`src/rtl/ole_pkg.sv`:
```
// Shared types, codes and sizes for the ordered list engine.
package ole_pkg;

  localparam int DEPTH  = 16;
  localparam int ADDR_W = $clog2(DEPTH);
  localparam int CNT_W  = 5;
  localparam int VAL_W  = 32;

  localparam logic [2:0] CMD_APPEND = 3'd0;
  localparam logic [2:0] CMD_INSERT = 3'd1;
  localparam logic [2:0] CMD_DELETE = 3'd2;
  localparam logic [2:0] CMD_READ   = 3'd3;
  localparam logic [2:0] CMD_FIND   = 3'd4;

  localparam logic [1:0] ST_OK       = 2'd0;
  localparam logic [1:0] ST_BADPOS   = 2'd1;
  localparam logic [1:0] ST_FULL     = 2'd2;
  localparam logic [1:0] ST_NOTFOUND = 2'd3;

  localparam logic [2:0] ACT_NONE   = 3'd0;
  localparam logic [2:0] ACT_APPEND = 3'd1;
  localparam logic [2:0] ACT_INSERT = 3'd2;
  localparam logic [2:0] ACT_DELETE = 3'd3;
  localparam logic [2:0] ACT_READ   = 3'd4;
  localparam logic [2:0] ACT_FIND   = 3'd5;

  typedef struct packed {
    logic [2:0]              command;
    logic [4:0]              position;
    logic signed [VAL_W-1:0] value;
  } req_t;

  typedef struct packed {
    logic [1:0]              status;
    logic signed [VAL_W-1:0] data_out;
    logic [4:0]              found_position;
    logic [CNT_W-1:0]        length;
  } res_t;

  typedef struct packed {
    logic [2:0] act;
    logic [1:0] status;
  } chk_t;

endpackage

```
`src/rtl/ole_check.sv`:
```
// Request check: validates position and fullness and picks the action.
module ole_check (
  input  logic [2:0]                command,
  input  logic [4:0]                position,
  input  logic [ole_pkg::CNT_W-1:0] count,
  output ole_pkg::chk_t             chk
);

  logic full;
  logic pos_in_list;
  logic pos_in_gap;

  assign full        = ({1'b0, count} >= (ole_pkg::CNT_W + 1)'(ole_pkg::DEPTH));
  assign pos_in_list = (position != 5'd0) && ({1'b0, position} <= {1'b0, count});
  assign pos_in_gap  = (position != 5'd0) && ({1'b0, position} <= ({1'b0, count} + 6'd1));

  always_comb begin
    chk.act    = ole_pkg::ACT_NONE;
    chk.status = ole_pkg::ST_OK;
    unique case (command)
      ole_pkg::CMD_APPEND: begin
        if (full) chk.status = ole_pkg::ST_FULL;
        else      chk.act    = ole_pkg::ACT_APPEND;
      end
      ole_pkg::CMD_INSERT: begin
        // position is checked before fullness
        if (!pos_in_gap) chk.status = ole_pkg::ST_BADPOS;
        else if (full)   chk.status = ole_pkg::ST_FULL;
        else             chk.act    = ole_pkg::ACT_INSERT;
      end
      ole_pkg::CMD_DELETE: begin
        if (!pos_in_list) chk.status = ole_pkg::ST_BADPOS;
        else              chk.act    = ole_pkg::ACT_DELETE;
      end
      ole_pkg::CMD_READ: begin
        if (!pos_in_list) chk.status = ole_pkg::ST_BADPOS;
        else              chk.act    = ole_pkg::ACT_READ;
      end
      ole_pkg::CMD_FIND: chk.act = ole_pkg::ACT_FIND;
      default: ;
    endcase
  end

endmodule

```
`src/rtl/ordered_list_engine.sv`:
```
// Ordered list engine: positional insert, delete, read and search over a list memory.
//
// Requests are taken when start is high and busy is low; each request yields exactly
// one result, shown for a single cycle with out_valid, and the receiver cannot stall
// it. The list lives in one single-port-write, single-read memory of DEPTH entries,
// and every shift step moves one entry per cycle through it. Append and rejected
// requests never raise busy; read waits for the registered memory read; insert
// moves each entry from the tail down to position p one place on, then writes the
// new value at p; delete takes out the entry at p and moves the later ones toward
// the head; find scans from the head to the first match or the end of the list.
// busy goes low as out_valid goes high. The memory needs no clearing after reset.
module ordered_list_engine (
  input  logic          clk,
  input  logic          rst_n,
  input  logic          start,
  output logic          busy,
  input  ole_pkg::req_t in_req,
  output logic          out_valid,
  output ole_pkg::res_t out_res
);

  localparam int AW = ole_pkg::ADDR_W;
  localparam int CW = ole_pkg::CNT_W;
  localparam int VW = ole_pkg::VAL_W;

  localparam logic [2:0] S_IDLE = 3'd0;
  localparam logic [2:0] S_INS  = 3'd1;
  localparam logic [2:0] S_DEL  = 3'd2;
  localparam logic [2:0] S_RDW  = 3'd3;
  localparam logic [2:0] S_SCAN = 3'd4;

  logic signed [VW-1:0] mem [ole_pkg::DEPTH];
  logic signed [VW-1:0] rdata_r;

  logic          mem_we, mem_re;
  logic [AW-1:0] mem_waddr, mem_raddr;
  logic signed [VW-1:0] mem_wdata;

  logic [2:0]           state_r, state_nxt;
  logic [CW-1:0]        count_r, count_nxt;
  logic [CW-1:0]        k_r, k_nxt;
  logic [AW-1:0]        p_r, p_nxt;
  logic signed [VW-1:0] val_r, val_nxt;
  logic                 pend_r, pend_nxt;
  logic [AW-1:0]        pend_addr_r, pend_addr_nxt;
  logic                 first_r, first_nxt;
  logic signed [VW-1:0] data_r, data_nxt;
  logic                 out_valid_r, out_valid_nxt;
  ole_pkg::res_t        out_r, out_nxt;

  ole_pkg::chk_t chk;
  logic [4:0]    pos_m1;

  ole_check u_check (
    .command  (in_req.command),
    .position (in_req.position),
    .count    (count_r),
    .chk      (chk)
  );

  assign pos_m1    = in_req.position - 5'd1;
  assign busy      = (state_r != S_IDLE);
  assign out_valid = out_valid_r;
  assign out_res   = out_r;

  always_ff @(posedge clk) begin
    if (mem_we) mem[mem_waddr] <= mem_wdata;
    if (mem_re) rdata_r <= mem[mem_raddr];
  end

  always_comb begin
    state_nxt     = state_r;
    count_nxt     = count_r;
    k_nxt         = k_r;
    p_nxt         = p_r;
    val_nxt       = val_r;
    pend_nxt      = pend_r;
    pend_addr_nxt = pend_addr_r;
    first_nxt     = first_r;
    data_nxt      = data_r;
    out_valid_nxt = 1'b0;
    out_nxt       = out_r;
    mem_we        = 1'b0;
    mem_re        = 1'b0;
    mem_waddr     = '0;
    mem_raddr     = '0;
    mem_wdata     = val_r;

    unique case (state_r)
      S_IDLE: begin
        if (start) begin
          val_nxt  = in_req.value;
          p_nxt    = pos_m1[AW-1:0];
          pend_nxt = 1'b0;
          unique case (chk.act)
            ole_pkg::ACT_APPEND: begin
              mem_we        = 1'b1;
              mem_waddr     = count_r[AW-1:0];
              mem_wdata     = in_req.value;
              count_nxt     = count_r + CW'(1);
              out_nxt       = '{ole_pkg::ST_OK, '0, 5'd0, count_r + CW'(1)};
              out_valid_nxt = 1'b1;
            end
            ole_pkg::ACT_INSERT: begin
              k_nxt     = count_r;
              state_nxt = S_INS;
            end
            ole_pkg::ACT_DELETE: begin
              k_nxt     = CW'(pos_m1);
              first_nxt = 1'b1;
              state_nxt = S_DEL;
            end
            ole_pkg::ACT_READ: begin
              mem_re    = 1'b1;
              mem_raddr = pos_m1[AW-1:0];
              state_nxt = S_RDW;
            end
            ole_pkg::ACT_FIND: begin
              k_nxt     = '0;
              state_nxt = S_SCAN;
            end
            default: begin
              out_nxt       = '{chk.status, '0, 5'd0, count_r};
              out_valid_nxt = 1'b1;
            end
          endcase
        end
      end

      S_INS: begin
        // move the entry read last cycle one place toward the tail
        if (pend_r) begin
          mem_we    = 1'b1;
          mem_waddr = pend_addr_r;
          mem_wdata = rdata_r;
        end
        if (k_r > CW'(p_r)) begin
          mem_re        = 1'b1;
          mem_raddr     = AW'(k_r - CW'(1));
          pend_nxt      = 1'b1;
          pend_addr_nxt = k_r[AW-1:0];
          k_nxt         = k_r - CW'(1);
        end else if (pend_r) begin
          pend_nxt = 1'b0;
        end else begin
          mem_we        = 1'b1;
          mem_waddr     = p_r;
          mem_wdata     = val_r;
          count_nxt     = count_r + CW'(1);
          out_nxt       = '{ole_pkg::ST_OK, '0, 5'd0, count_r + CW'(1)};
          out_valid_nxt = 1'b1;
          state_nxt     = S_IDLE;
        end
      end

      S_DEL: begin
        // the first entry read is the one removed; the rest move toward the head
        if (pend_r) begin
          if (first_r) begin
            data_nxt  = rdata_r;
            first_nxt = 1'b0;
          end else begin
            mem_we    = 1'b1;
            mem_waddr = pend_addr_r;
            mem_wdata = rdata_r;
          end
        end
        if (k_r < count_r) begin
          mem_re        = 1'b1;
          mem_raddr     = k_r[AW-1:0];
          pend_nxt      = 1'b1;
          pend_addr_nxt = k_r[AW-1:0] - AW'(1);
          k_nxt         = k_r + CW'(1);
        end else if (pend_r) begin
          pend_nxt = 1'b0;
        end else begin
          count_nxt     = count_r - CW'(1);
          out_nxt       = '{ole_pkg::ST_OK, data_r, 5'd0, count_r - CW'(1)};
          out_valid_nxt = 1'b1;
          state_nxt     = S_IDLE;
        end
      end

      S_RDW: begin
        out_nxt       = '{ole_pkg::ST_OK, rdata_r, 5'd0, count_r};
        out_valid_nxt = 1'b1;
        state_nxt     = S_IDLE;
      end

      S_SCAN: begin
        if (pend_r && (rdata_r == val_r)) begin
          out_nxt = '{ole_pkg::ST_OK, '0, 5'({1'b0, pend_addr_r} + (AW + 1)'(1)), count_r};
          out_valid_nxt = 1'b1;
          pend_nxt      = 1'b0;
          state_nxt     = S_IDLE;
        end else if (k_r < count_r) begin
          mem_re        = 1'b1;
          mem_raddr     = k_r[AW-1:0];
          pend_nxt      = 1'b1;
          pend_addr_nxt = k_r[AW-1:0];
          k_nxt         = k_r + CW'(1);
        end else begin
          out_nxt       = '{ole_pkg::ST_NOTFOUND, '0, 5'd0, count_r};
          out_valid_nxt = 1'b1;
          pend_nxt      = 1'b0;
          state_nxt     = S_IDLE;
        end
      end

      default: state_nxt = S_IDLE;
    endcase
  end

  always_ff @(posedge clk) begin
    if (!rst_n) begin
      state_r     <= S_IDLE;
      count_r     <= '0;
      pend_r      <= 1'b0;
      first_r     <= 1'b0;
      out_valid_r <= 1'b0;
    end else begin
      state_r     <= state_nxt;
      count_r     <= count_nxt;
      pend_r      <= pend_nxt;
      first_r     <= first_nxt;
      out_valid_r <= out_valid_nxt;
    end
  end

  always_ff @(posedge clk) begin
    k_r         <= k_nxt;
    p_r         <= p_nxt;
    val_r       <= val_nxt;
    pend_addr_r <= pend_addr_nxt;
    data_r      <= data_nxt;
    out_r       <= out_nxt;
  end

endmodule

```
`config.mk`:
```
export PLATFORM = sky130hd
export DESIGN_NAME = ordered_list_engine
export DESIGN_NICKNAME = d
export VERILOG_FILES = /design/src/rtl/ole_pkg.sv /design/src/rtl/ole_check.sv /design/src/rtl/ordered_list_engine.sv
export SDC_FILE = /design/constraint.sdc
export NUM_CORES = 1
export LEC_CHECK = 0
export BUFFER_PORTS_ARGS = -buffer_cell sky130_fd_sc_hd__buf_2
export CAP_MARGIN = 20
export CORE_UTILIZATION = 45
export DETAILED_ROUTE_END_ITERATION = 8
export PLACE_DENSITY = 0.68
export SKIP_LAST_GASP = 1
export SYNTH_ARGS = -nofsm -noshare
export SYNTH_HDL_FRONTEND = slang
export SYNTH_HIERARCHICAL = 1
export SYNTH_SLANG_ARGS = --single-unit
```
`constraint.sdc`:
```
create_clock -name clk -period 19.6 [get_ports clk]
set_input_delay 0.98 -clock clk [delete_from_list [all_inputs] [get_ports clk]]
set_output_delay 0.98 -clock clk [all_outputs]
set_load 0.05 [all_outputs]
```
==> out/summary.txt <==
I/O Buffers: 88
Final Util: 0.517
EDFF count, synth: 665
Detail Placement HPWL: 44300 um
commonest cells after routing, fill and taps aside: 665 x edfxtp_1, 218 x nand2_1, 130 x mux2i_1
reg2reg setup slack: 13.06 ns
Max IR drop VDD: 60.4 uV
GPL Wtd Cong: 0.891
core footprint: 0.0617 sq mm
most common cell after layout, fill and taps aside: edfxtp_1
Synth Net Count: 1945
clock latency on the worst-skew pair: 0.61 ns
most used cell, CP: buf_4
Synth Warn #: 6
Synth Area per Inst: 15.0 sq um
pin count of the biggest net entering global routing: 82
CP max stage delay: 0.80 ns
H-Tree Depth: 3
type of origin of the critical path: flip-flop
first-pass GRT wire length: 107000 um
remaining global-route overflow: 0
f_max: 0.153 GHz
cell taking the most area after synthesis: edfxtp_1
TritonRoute pass-1 iters: 9
DRC violations left: 0
fin crit period: 6.54 ns
CP max-delay cell: buf_4
asr flop ratio synth: 0
Clock transition at path regs: 0.06 ns
routed vias: 17347
RSZ-0062 raised after global routing: false
CTS buffer count: 68
Routed Antenna Nets: 0
row count: 91
Syn Inst Count: 1873
# IOs: 89
Most used DFF post-synth: edfxtp_1
WL/cell: 25.1 um
Die Ht: 252 um
crit path cell chain: ha_1 > nand3_1 > xnor2_1 > ha_1 > nand3_1 > o21bai_1 > a31oi_1 > nor2_1 > a32o_1 > nor2_1 > nand2_1 > o32a_1 > o21ai_4 > buf_4 > buf_4 > buf_4 > mux2_2 > o22ai_1 > a221oi_1 > and3_1
diode count: 0
area grow syn2layout: 13.4%
pwr/cell area: 123 mW/mm^2
crit-path max FO: 60
Routed WL: 71900 um
register area share after synthesis: 0.719
clk root buf: clkbuf_16
postcts setup bufs: 0
post-cts sizing count: 0
Iter 0 DRT Violations: 2064
hold crit path type: flip-flop to flip-flop
hold-fix buffer count after cts: 0
nature of the critical path endpoint: flip-flop
slew margin rel.: 0.252
share of layout cells above drive strength 1: 0.153
initial antenna violation count: 1
final hold vios: 0
overall global routing resource usage: 0.227
Total Neg Setup Slack: 0 ns
fin nets: 2052
Initial Util: 0.455
Cell Area, Synth: 0.0281 sq mm
Yosys top cell area share: 0.711
setup violators final: 0
library cells used by synthesis: 73
worst r2r dst: rdata_r[23]
CP arrival: 6.90 ns
DIE AREA: 0.0634 sq mm
top post-synthesis cells by area: edfxtp_1 71%, mux2i_1 4.6%, nand2_1 2.9%
CTS sink cnt: 676
CTS tree: done
Slew Limit Fails: 0
vias in the first global route: 16710
width of the die: 252 um
max-cap violation count: 0
period utilization: 0.334
CP startpoint: count_r[0]
Worst EP required: 19.96 ns
Leak Pwr: 10.9 nW
vias per cell: 6.05
Setup CP Type: flip-flop to flip-flop
Setup crit end: rdata_r[23]
Worst R2R Path Depth: 20
clock buffer depth: 3
reg2reg start: count_r[0]
status: finished clean
clk_skew: 0.0189 ns
flops & latches, synth: 676
Worst Tran Pin Value: 1.11 ns
-- worst max-delay path, delay by kind of cell (launching register included) --
| kind | cells | cell delay, ns |
|---|---|---|
| AO/OA/AOI/OAI | 7 | 1.39 |
| AND/OR/NAND/NOR | 6 | 0.87 |
| adder cells (fa/ha/maj) | 2 | 0.59 |
| flip-flops | 1 | 0.66 |
| buffers and inverters | 3 | 2.07 |
| XOR/XNOR | 1 | 0.15 |
| multiplexers | 1 | 0.43 |
-- layout make-up --
cell class	instances	area, sq um
clock buffer	84	1830
clock inverter	34	273
fill	5056	29800
inverter	71	267
multi-input combinational	1032	7380
sequential	676	20200
tap	837	1050
timing repair buffer	131	893
-- report_power, final --
group | internal (mW) | switching (mW)
registers | 1.82 | 0.0785
logic | 0.231 | 0.560
clock network | 0.704 | 0.535
total | 2.75 | 1.17
-- metal layers --
metal  vias to the layer above  routed length (um)  part of all wire  GRT usage
li1                       7547                   -                 -          -
met1                      8750               30100              0.42      0.315
met2                       920               33400              0.46      0.358
met3                       130                6430             0.089     0.0445
met4                         0                1930             0.027     0.0774
met5                         -                   0                 0          0
-- cell families (layout without fill, tap and decap cells) --
logic type,Yosys count,after routing,share of synthesized area
xor+xnor,44,44,0.0140
simple gates,432,432,0.0743
fa+ha+maj,29,29,0.0129
mux,168,168,0.0615
compound gates,359,359,0.0938
buf+inv,165,320,0.0249
flops,676,676,0.719
-- worst min path at each step --
stage	from	endpoint	slack, ns	cells after the start
finish	data_r[24]	out_res[34]	0.53	1
global route	data_r[24]	out_res[34]	0.54	1
detailed placement	data_r[24]	out_res[34]	0.52	1
global placement	data_r[0]	out_res[10]	0.52	1
floorplan	first_r	first_r	0.47	2
CTS	data_r[24]	out_res[34]	0.53	1
-- sequential cells by signal (all words and copies together) (netlist names), 4 cells and up --
| signal | count |
|---|---|
| out_res | 44 |
| rdata_r | 32 |
| k_r | 5 |
| data_r | 32 |
| mem | 512 |
| p_r | 4 |
| count_r | 5 |
| val_r | 32 |
| pend_addr_r | 4 |
-- Yosys cell counts (all sizes together) (18+ instances only) --
| cell | n |
|---|---|
| inv | 70 |
| mux2i | 130 |
| ha | 29 |
| nor4 | 18 |
| and3 | 24 |
| a221oi | 24 |
| a32oi | 38 |
| nand2b | 21 |
| a22o | 36 |
| a21oi | 81 |
| xnor2 | 36 |
| mux2 | 38 |
| buf | 46 |
| nor2 | 51 |
| o21ai | 23 |
| nand3 | 20 |
| edfxtp | 665 |
| nand2 | 220 |
| clkbuf | 48 |
| a222oi | 37 |
| o22ai | 55 |
-- through the flow --
stage	setup WS (ns)	hold slack (ns)	instance area (sq um)	instances	power, mW
2_1_floorplan	13.10	0.474	28100	1873	2.43
3_3_place_gp	13.27	0.524	29600	2737	2.68
3_5_place_dp	13.13	0.518	29700	2745	2.70
4_1_cts	13.13	0.532	31800	2863	3.93
5_1_grt	12.71	0.544	31900	2865	4.06
6_report	13.06	0.533	31900	2865	3.93
No activity file was read; power rests on OpenSTA's default activity.
